$ cat config.mk
export PLATFORM = sky130hd
export DESIGN_NAME = event_sample_statistics
export DESIGN_NICKNAME = d
export VERILOG_FILES = /design/src/design/ess_pkg.sv /design/src/design/ess_ctrl.sv /design/src/design/ess_datapath.sv /design/src/design/event_sample_statistics.sv
export SDC_FILE = /design/constraint.sdc
export NUM_CORES = 2
export LEC_CHECK = 0
export BUFFER_PORTS_ARGS = -buffer_cell sky130_fd_sc_hd__buf_2
export CAP_MARGIN = 10
export CORE_ASPECT_RATIO = 0.9
export CORE_MARGIN = 1.5
export CORE_UTILIZATION = 50
export CTS_BUF_LIST = sky130_fd_sc_hd__clkbuf_2
export CTS_CLUSTER_SIZE = 14
export DETAILED_ROUTE_END_ITERATION = 6
export PLACE_DENSITY = 0.65
export SLEW_MARGIN = 15
export SYNTH_ARGS = -nofsm -noshare
export SYNTH_HDL_FRONTEND = slang
export SYNTH_SLANG_ARGS = --single-unit
$ cat constraint.sdc
create_clock -name clk -period 12.6 [get_ports clk]
set_clock_uncertainty 0.15 [all_clocks]
set_input_delay 0 -clock clk [delete_from_list [all_inputs] [get_ports clk]]
set_output_delay 0 -clock clk [all_outputs]
set_load 0.03 [all_outputs]
$ cat src/design/ess_pkg.sv
// Shared constants and control/status types for the event sample statistics block.
`timescale 1ns / 1ps
package ess_pkg;
    localparam int MAX_SAMPLES   = 1024;
    localparam int SAMPLE_BITS   = 32;
    localparam int LOG_FRAC_BITS = 16;
    localparam int COUNT_W       = 11;
    localparam int SUM_W         = 42;
    localparam int LOG_W         = 32;
    localparam int DIVD_W        = 50;
    localparam int MEAN_W        = 40;
    localparam int GEOM_W        = 39;
    localparam int SQRT_STEPS    = 32;

    typedef struct packed {
        logic       take;
        logic       norm_step;
        logic [2:0] norm_idx;
        logic       log_step;
        logic       log_add;
        logic       div_load_mean;
        logic       div_load_log;
        logic       div_step;
        logic       mean_save;
        logic       l_save;
        logic       sqrt_load;
        logic [3:0] frac_idx;
        logic       sqrt_step;
        logic [4:0] sqrt_idx;
        logic       sqrt_end;
        logic       geo_save;
        logic       out_load;
    } ess_cmd_t;

    typedef struct packed {
        logic log_needed;
        logic count_zero;
        logic zero_flag;
        logic out_free;
    } ess_status_t;
endpackage

$ cat src/design/ess_ctrl.sv
// Sequencer for sample accumulation, log, division and exp phases.
`timescale 1ns / 1ps
module ess_ctrl (
    input  logic                 clk,
    input  logic                 rst_n,
    input  logic                 in_valid,
    input  logic                 last,
    output logic                 in_ready,
    input  ess_pkg::ess_status_t status,
    output ess_pkg::ess_cmd_t    cmd
);
    localparam logic [3:0] S_IDLE   = 4'd0;
    localparam logic [3:0] S_NORM   = 4'd1;
    localparam logic [3:0] S_LOG    = 4'd2;
    localparam logic [3:0] S_LADD   = 4'd3;
    localparam logic [3:0] S_FIN    = 4'd4;
    localparam logic [3:0] S_DIVM   = 4'd5;
    localparam logic [3:0] S_DIVL0  = 4'd6;
    localparam logic [3:0] S_DIVL   = 4'd7;
    localparam logic [3:0] S_EXP0   = 4'd8;
    localparam logic [3:0] S_SQLD   = 4'd9;
    localparam logic [3:0] S_SQ     = 4'd10;
    localparam logic [3:0] S_SQEND  = 4'd11;
    localparam logic [3:0] S_GEO    = 4'd12;
    localparam logic [3:0] S_OUT    = 4'd13;

    logic [3:0] state_reg, state_next;
    logic [5:0] cnt_reg, cnt_next;
    logic [3:0] k_reg, k_next;
    logic       last_reg, last_next;

    assign in_ready = (state_reg == S_IDLE);

    always_comb
    begin
        state_next = state_reg;
        cnt_next   = cnt_reg;
        k_next     = k_reg;
        last_next  = last_reg;
        cmd        = '0;
        cmd.norm_idx = cnt_reg[2:0];
        cmd.frac_idx = k_reg;
        cmd.sqrt_idx = cnt_reg[4:0];
        case (state_reg)
            S_IDLE:
            begin
                if (in_valid)
                begin
                    cmd.take  = 1'b1;
                    last_next = last;
                    cnt_next  = '0;
                    if (status.log_needed)
                        state_next = S_NORM;
                    else if (last)
                        state_next = S_FIN;
                end
            end
            S_NORM:
            begin
                cmd.norm_step = 1'b1;
                cnt_next = cnt_reg + 6'd1;
                if (cnt_reg == 6'd4)
                begin
                    cnt_next   = '0;
                    state_next = S_LOG;
                end
            end
            S_LOG:
            begin
                cmd.log_step = 1'b1;
                cnt_next = cnt_reg + 6'd1;
                if (cnt_reg == 6'(ess_pkg::LOG_FRAC_BITS - 1))
                    state_next = S_LADD;
            end
            S_LADD:
            begin
                cmd.log_add = 1'b1;
                state_next = last_reg ? S_FIN : S_IDLE;
            end
            S_FIN:
            begin
                cnt_next = '0;
                if (status.count_zero)
                    state_next = S_OUT;
                else
                begin
                    cmd.div_load_mean = 1'b1;
                    state_next = S_DIVM;
                end
            end
            S_DIVM:
            begin
                cmd.div_step = 1'b1;
                cnt_next = cnt_reg + 6'd1;
                if (cnt_reg == 6'(ess_pkg::DIVD_W - 1))
                    state_next = S_DIVL0;
            end
            S_DIVL0:
            begin
                cmd.mean_save    = 1'b1;
                cmd.div_load_log = 1'b1;
                cnt_next   = '0;
                state_next = S_DIVL;
            end
            S_DIVL:
            begin
                cmd.div_step = 1'b1;
                cnt_next = cnt_reg + 6'd1;
                if (cnt_reg == 6'(ess_pkg::DIVD_W - 1))
                    state_next = S_EXP0;
            end
            S_EXP0:
            begin
                k_next = '0;
                if (status.zero_flag)
                    state_next = S_OUT;
                else
                begin
                    cmd.l_save = 1'b1;
                    state_next = S_SQLD;
                end
            end
            S_SQLD:
            begin
                cmd.sqrt_load = 1'b1;
                cnt_next   = '0;
                state_next = S_SQ;
            end
            S_SQ:
            begin
                cmd.sqrt_step = 1'b1;
                cnt_next = cnt_reg + 6'd1;
                if (cnt_reg == 6'(ess_pkg::SQRT_STEPS - 1))
                    state_next = S_SQEND;
            end
            S_SQEND:
            begin
                cmd.sqrt_end = 1'b1;
                k_next = k_reg + 4'd1;
                state_next = (k_reg == 4'(ess_pkg::LOG_FRAC_BITS - 1)) ? S_GEO : S_SQLD;
            end
            S_GEO:
            begin
                cmd.geo_save = 1'b1;
                state_next = S_OUT;
            end
            S_OUT:
            begin
                if (status.out_free)
                begin
                    cmd.out_load = 1'b1;
                    state_next = S_IDLE;
                end
            end
            default:
            begin
                state_next = S_IDLE;
            end
        endcase
    end

    always_ff @(posedge clk or negedge rst_n)
    begin
        if (!rst_n)
        begin
            state_reg <= S_IDLE;
            cnt_reg   <= '0;
            k_reg     <= '0;
            last_reg  <= 1'b0;
        end
        else
        begin
            state_reg <= state_next;
            cnt_reg   <= cnt_next;
            k_reg     <= k_next;
            last_reg  <= last_next;
        end
    end
endmodule

$ cat src/design/ess_datapath.sv
// Accumulators, log2 unit, shared divider, square-root unit and output register.
`timescale 1ns / 1ps
module ess_datapath (
    input  logic                     clk,
    input  logic                     rst_n,
    input  logic signed [31:0]       sample,
    input  logic                     has_sample,
    input  ess_pkg::ess_cmd_t        cmd,
    output ess_pkg::ess_status_t     status,
    input  logic                     out_ready,
    output logic                     out_valid,
    output logic [10:0]              sample_count,
    output logic signed [41:0]       total,
    output logic signed [31:0]       smallest,
    output logic signed [31:0]       largest,
    output logic signed [39:0]       mean_fixed,
    output logic [38:0]              geom_fixed,
    output logic                     empty_flag,
    output logic                     zero_seen
);
    localparam logic signed [31:0] MIN_RESET = 32'sh7FFF_FFFF;
    localparam logic signed [31:0] MAX_RESET = 32'sh8000_0000;

    logic [10:0]        count_reg, count_next;
    logic signed [41:0] sum_reg, sum_next;
    logic signed [31:0] min_reg, min_next;
    logic signed [31:0] max_reg, max_next;
    logic [31:0]        log_reg, log_next;
    logic               zf_reg, zf_next;
    logic [31:0]        m_reg, m_next;
    logic [4:0]         e_reg, e_next;
    logic [15:0]        frac_reg, frac_next;
    logic [49:0]        d_reg, d_next;
    logic [10:0]        rem_reg, rem_next;
    logic [39:0]        mean_reg, mean_next;
    logic [31:0]        l_reg, l_next;
    logic [31:0]        y_reg, y_next;
    logic [63:0]        n_reg, n_next;
    logic [63:0]        res_reg, res_next;
    logic [38:0]        geom_reg, geom_next;
    logic               ov_reg, ov_next;
    logic [10:0]        oc_reg, oc_next;
    logic signed [41:0] os_reg, os_next;
    logic signed [31:0] omin_reg, omin_next;
    logic signed [31:0] omax_reg, omax_next;
    logic [39:0]        om_reg, om_next;
    logic [38:0]        og_reg, og_next;
    logic               oe_reg, oe_next;
    logic               oz_reg, oz_next;

    logic        take_ok;
    logic [31:0] mag;
    logic [63:0] sq;
    logic [32:0] sq_sh;
    logic [32:0] log_sum;
    logic [41:0] sum_mag;
    logic [11:0] r_ext;
    logic        ge;
    logic [32:0] v;
    logic [63:0] bitv;
    logic [63:0] t;
    logic [63:0] g64;
    logic [49:0] q_neg;

    assign take_ok = cmd.take && has_sample && (count_reg < 11'(ess_pkg::MAX_SAMPLES));
    assign mag     = sample[31] ? 32'(-sample) : sample;
    assign sq      = 64'(m_reg) * 64'(m_reg);
    assign sq_sh   = sq[63:31];
    assign log_sum = {1'b0, log_reg} + {12'd0, e_reg, frac_reg};
    assign sum_mag = sum_reg[41] ? 42'(-sum_reg) : sum_reg;
    assign r_ext   = {rem_reg, d_reg[49]};
    assign ge      = r_ext >= {1'b0, count_reg};
    assign v       = l_reg[cmd.frac_idx] ? {y_reg, 1'b0} : {1'b0, y_reg};
    assign bitv    = 64'h4000_0000_0000_0000 >> {cmd.sqrt_idx, 1'b0};
    assign t       = res_reg + bitv;
    assign g64     = {32'd0, y_reg} << l_reg[20:16];
    assign q_neg   = 50'(-d_reg);

    assign status.log_needed = take_ok && (sample != 32'sd0);
    assign status.count_zero = (count_reg == 11'd0);
    assign status.zero_flag  = zf_reg;
    assign status.out_free   = !ov_reg || out_ready;

    always_comb
    begin
        count_next = count_reg;
        sum_next   = sum_reg;
        min_next   = min_reg;
        max_next   = max_reg;
        log_next   = log_reg;
        zf_next    = zf_reg;
        m_next     = m_reg;
        e_next     = e_reg;
        frac_next  = frac_reg;
        d_next     = d_reg;
        rem_next   = rem_reg;
        mean_next  = mean_reg;
        l_next     = l_reg;
        y_next     = y_reg;
        n_next     = n_reg;
        res_next   = res_reg;
        geom_next  = geom_reg;
        ov_next    = ov_reg;
        oc_next    = oc_reg;
        os_next    = os_reg;
        omin_next  = omin_reg;
        omax_next  = omax_reg;
        om_next    = om_reg;
        og_next    = og_reg;
        oe_next    = oe_reg;
        oz_next    = oz_reg;

        if (ov_reg && out_ready)
            ov_next = 1'b0;

        if (take_ok)
        begin
            count_next = count_reg + 11'd1;
            sum_next   = sum_reg + 42'(sample);
            if (sample < min_reg)
                min_next = sample;
            if (sample > max_reg)
                max_next = sample;
            if (sample == 32'sd0)
                zf_next = 1'b1;
            m_next    = mag;
            e_next    = 5'd31;
            frac_next = '0;
        end

        if (cmd.norm_step)
        begin
            case (cmd.norm_idx)
                3'd0:
                begin
                    if (m_reg[31:16] == '0)
                    begin
                        m_next = {m_reg[15:0], 16'd0};
                        e_next = e_reg - 5'd16;
                    end
                end
                3'd1:
                begin
                    if (m_reg[31:24] == '0)
                    begin
                        m_next = {m_reg[23:0], 8'd0};
                        e_next = e_reg - 5'd8;
                    end
                end
                3'd2:
                begin
                    if (m_reg[31:28] == '0)
                    begin
                        m_next = {m_reg[27:0], 4'd0};
                        e_next = e_reg - 5'd4;
                    end
                end
                3'd3:
                begin
                    if (m_reg[31:30] == '0)
                    begin
                        m_next = {m_reg[29:0], 2'd0};
                        e_next = e_reg - 5'd2;
                    end
                end
                default:
                begin
                    if (!m_reg[31])
                    begin
                        m_next = {m_reg[30:0], 1'b0};
                        e_next = e_reg - 5'd1;
                    end
                end
            endcase
        end

        if (cmd.log_step)
        begin
            if (sq_sh[32])
            begin
                m_next    = sq_sh[32:1];
                frac_next = {frac_reg[14:0], 1'b1};
            end
            else
            begin
                m_next    = sq_sh[31:0];
                frac_next = {frac_reg[14:0], 1'b0};
            end
        end

        if (cmd.log_add)
            log_next = log_sum[32] ? 32'hFFFF_FFFF : log_sum[31:0];

        if (cmd.div_load_mean)
        begin
            d_next   = {sum_mag, 8'd0};
            rem_next = '0;
        end
        if (cmd.div_load_log)
        begin
            d_next   = {18'd0, log_reg};
            rem_next = '0;
        end
        if (cmd.div_step)
        begin
            rem_next = ge ? 11'(r_ext - {1'b0, count_reg}) : r_ext[10:0];
            d_next   = {d_reg[48:0], ge};
        end
        if (cmd.mean_save)
            mean_next = sum_reg[41] ? q_neg[39:0] : d_reg[39:0];
        if (cmd.l_save)
        begin
            l_next = d_reg[31:0];
            y_next = 32'h4000_0000;
        end

        if (cmd.sqrt_load)
        begin
            n_next   = {1'b0, v, 30'd0};
            res_next = '0;
        end
        if (cmd.sqrt_step)
        begin
            if (n_reg >= t)
            begin
                n_next   = n_reg - t;
                res_next = (res_reg >> 1) + bitv;
            end
            else
                res_next = res_reg >> 1;
        end
        if (cmd.sqrt_end)
            y_next = res_reg[31:0];

        if (cmd.geo_save)
        begin
            if ((l_reg[31:21] != '0) || (g64[63:61] != '0))
                geom_next = '1;
            else
                geom_next = g64[60:22];
        end

        if (cmd.out_load)
        begin
            ov_next   = 1'b1;
            oc_next   = count_reg;
            os_next   = sum_reg;
            omin_next = min_reg;
            omax_next = max_reg;
            om_next   = (count_reg == '0) ? '0 : mean_reg;
            og_next   = ((count_reg == '0) || zf_reg) ? '0 : geom_reg;
            oe_next   = (count_reg == '0);
            oz_next   = zf_reg;
            count_next = '0;
            sum_next   = '0;
            min_next   = MIN_RESET;
            max_next   = MAX_RESET;
            log_next   = '0;
            zf_next    = 1'b0;
        end
    end

    always_ff @(posedge clk or negedge rst_n)
    begin
        if (!rst_n)
        begin
            count_reg <= '0;
            sum_reg   <= '0;
            min_reg   <= MIN_RESET;
            max_reg   <= MAX_RESET;
            log_reg   <= '0;
            zf_reg    <= 1'b0;
            ov_reg    <= 1'b0;
        end
        else
        begin
            count_reg <= count_next;
            sum_reg   <= sum_next;
            min_reg   <= min_next;
            max_reg   <= max_next;
            log_reg   <= log_next;
            zf_reg    <= zf_next;
            ov_reg    <= ov_next;
        end
    end

    always_ff @(posedge clk)
    begin
        m_reg    <= m_next;
        e_reg    <= e_next;
        frac_reg <= frac_next;
        d_reg    <= d_next;
        rem_reg  <= rem_next;
        mean_reg <= mean_next;
        l_reg    <= l_next;
        y_reg    <= y_next;
        n_reg    <= n_next;
        res_reg  <= res_next;
        geom_reg <= geom_next;
        oc_reg   <= oc_next;
        os_reg   <= os_next;
        omin_reg <= omin_next;
        omax_reg <= omax_next;
        om_reg   <= om_next;
        og_reg   <= og_next;
        oe_reg   <= oe_next;
        oz_reg   <= oz_next;
    end

    assign out_valid    = ov_reg;
    assign sample_count = oc_reg;
    assign total        = os_reg;
    assign smallest     = omin_reg;
    assign largest      = omax_reg;
    assign mean_fixed   = om_reg;
    assign geom_fixed   = og_reg;
    assign empty_flag   = oe_reg;
    assign zero_seen    = oz_reg;
endmodule

$ cat src/design/event_sample_statistics.sv
// Top level of the event sample statistics block.
// One transaction at a time. A zero or discarded sample needs no log; a nonzero one runs
// 5 normalize steps, 16 squarings in the log2 unit and 1 accumulate, then back to idle.
// An event end runs the shared bit-serial divider for the mean and the log sum, then the
// square-root unit (an empty event skips both), then loads the output register when free.
// Reset (rst_n low, asynchronous) clears all accumulators and the output valid.
`timescale 1ns / 1ps
module event_sample_statistics (
    input  logic               clk,
    input  logic               rst_n,
    input  logic               in_valid,
    output logic               in_ready,
    input  logic signed [31:0] sample,
    input  logic               has_sample,
    input  logic               last,
    output logic               out_valid,
    input  logic               out_ready,
    output logic [10:0]        sample_count,
    output logic signed [41:0] total,
    output logic signed [31:0] smallest,
    output logic signed [31:0] largest,
    output logic signed [39:0] mean_fixed,
    output logic [38:0]        geom_fixed,
    output logic               empty_flag,
    output logic               zero_seen
);
    ess_pkg::ess_cmd_t    cmd;
    ess_pkg::ess_status_t status;

    ess_ctrl u_ctrl (
        .clk      (clk),
        .rst_n    (rst_n),
        .in_valid (in_valid),
        .last     (last),
        .in_ready (in_ready),
        .status   (status),
        .cmd      (cmd)
    );

    ess_datapath u_dp (
        .clk          (clk),
        .rst_n        (rst_n),
        .sample       (sample),
        .has_sample   (has_sample),
        .cmd          (cmd),
        .status       (status),
        .out_ready    (out_ready),
        .out_valid    (out_valid),
        .sample_count (sample_count),
        .total        (total),
        .smallest     (smallest),
        .largest      (largest),
        .mean_fixed   (mean_fixed),
        .geom_fixed   (geom_fixed),
        .empty_flag   (empty_flag),
        .zero_seen    (zero_seen)
    );
endmodule

==> results.yml <==
outcome:
  status: "completed"
clock_network:
  clk-insertion-delay-late_ps: 1610
  clockBufferDepth: 3
  clk_pin_slew_worst_paths_ps: 120
  cts_resized: 0
  post_cts_buffers: 0
  htree_levels: 4
  clockRootBuffer: "clkbuf_2"
  hold_buffers: 167
  cts-buffers-inserted: 195
  cts_tree: "yes"
  cts_sinks: 749
layout:
  synthToLayoutAreaGrowth_pct: 8.76
  final_area_um2: 82600
  final_cell_mix: "inv_1, nand2_1, fa_1, ha_1, edfxtp_1"
  nets: 9800
  final_common_cell: "inv_1"
  drive_above_1_share_pct: 9.42
synthesis:
  synth_edf_count: 486
  synth.distinct_cells: 95
  synth_fp_nets: 9497
  async_flop_share_pct: 22.2
  postSynthAreaPerCell_um2: 9.39
  yosysWarnings: 0
  synthFlopType: "edfxtp_1"
  ys_seq_elements: 749
  synth_cells: 8086
  syn_area_um2: 75900
  ys_seq_area_share_pct: 27.3
placed_design:
  io_buffers: 237
  hpwl_um: 164000
  gp_congestion: 0.957
  post_dp_cell_area_um2: 78900
worst_setup_path:
  crit_path_frequent_cell: "fa_1"
  crit_path_end_kind: "flip-flop"
  crit_arrival_ps: 11090
  worst-path-buf-inv: 4
  critPathSlowestCell: "dfxtp_1"
  critPathKind: "flip-flop to flip-flop"
  crit_fanout: 22
  cp.required_ps: 13920
  critical_path.startpoint_type: "flip-flop"
  cpPeakStageDelay_ps: 960
  path_delay_family: "adder cells"
global_route:
  antenna_found_initial: 6
  grt-ovfl-total: 0
  gr-usage-all-layers_pct: 28.8
  grt_pass1_wl_um: 350000
  grt_pass1_vias: 61900
  grt_start_max_net_pins: 142
sta:
  max_freq_mhz: 102
  rsz0062_at_grt: "false"
  post-route-min-period_ps: 9770
  finalMaxSlewViolations: 0
  relSlewSlack_pct: 22.1
  setup_viol: 0
  hold_violations: 0
  setup_tns_ps: 0
  tightest_slew_ps: 1170
  fin_crit_sh_pct: 77.5
routing:
  ant_nets: 0
  avgRoutedWirePerCell_um: 21.0
  vias: 60900
  drtPass1Iterations: 6
  wirelength_um: 222000
  drt-initial-drc-count: 5763
  vias_per_cell: 5.78
  drc: 0
floorplan:
  rows: 135
  die-width_um: 414
  die_height_um: 373
  ios: 238
  start_util_pct: 50.4
  dieArea_um2: 154000
  core_area_um2: 151000
min_path:
  hp-class: "flip-flop to flip-flop"
job:
  drv_cap: 0
-- routing by layer --
layer	GRT usage (%)	wire (um)	up-vias
li1	-	-	28100
met1	40.0	96000	29900
met2	45.1	100000	2416
met3	4.54	16600	531
met4	11.4	8690	2
met5	0	13	-
-- final cells by class --
class | instances | area, um^2
Fill cell | 13600 | 68100
Multi-Input combinational cell | 5824 | 49600
Sequential cell | 749 | 20700
Inverter | 1129 | 4250
Timing Repair Buffer | 490 | 3540
Tap cell | 1986 | 2480
Clock buffer | 288 | 1440
Clock inverter | 74 | 480
Antenna cell | 7 | 17.5
-- synthesized netlist by cell type (all sizes together) (67+ instances only) --
cell | instances | area, um^2
inv | 1123 | 4220
nand2 | 812 | 3050
fa | 795 | 15900
ha | 578 | 7230
edfxtp | 486 | 14600
nor2 | 485 | 1820
o21ai | 465 | 2330
a21oi | 430 | 2150
clkbuf | 350 | 1340
and2 | 349 | 2180
xor2 | 225 | 1970
xnor2 | 193 | 1690
nand3 | 167 | 836
dfrtp | 134 | 3350
a31oi | 122 | 763
a21o | 108 | 811
dfxtp | 97 | 1940
mux2i | 81 | 811
nand4 | 79 | 494
a211oi | 67 | 503
-- worst paths after layout --
check,cells past startpoint,startpoint,slack (ps),end
setup / recovery,26,u_dp.m_reg[14],2830,u_dp.m_reg[8]
max in group asynchronous,7,rst_n,10460,u_ctrl.cnt_reg[1]
hold reg to reg,0,u_dp.max_reg[3],260,u_dp.largest[3]
setup reg to reg,26,u_dp.m_reg[14],2830,u_dp.m_reg[8]
min in group asynchronous,6,rst_n,520,u_dp.sum_reg[16]
hold / removal,0,u_dp.max_reg[3],260,u_dp.largest[3]
-- cells by family after synthesis --
group           after synthesis  share of synthesized area [%]
mux                         114                           1.88
simple gates               2258                           14.1
xor+xnor                    418                           4.82
fa+ha+maj                  1373                           30.5
flops                       749                           27.3
compound gates             1661                           13.8
buf+inv                    1513                           7.53
-- metrics by stage --
stage               cells  hold WS [ps]  setup WS [ps]  utilization (%)
global route        10500           240           2630             54.8
detailed placement  10000          -157           3100             52.4
CTS                 10500          32.4           3040             54.8
global placement    10000          -156           3210             52.4
finish              10500           258           2830             54.8
floorplan            8086          -446           3890                -
Power is not shown: default switching activity piles up to over one toggle a cycle in this logic, so the estimate is an artifact.
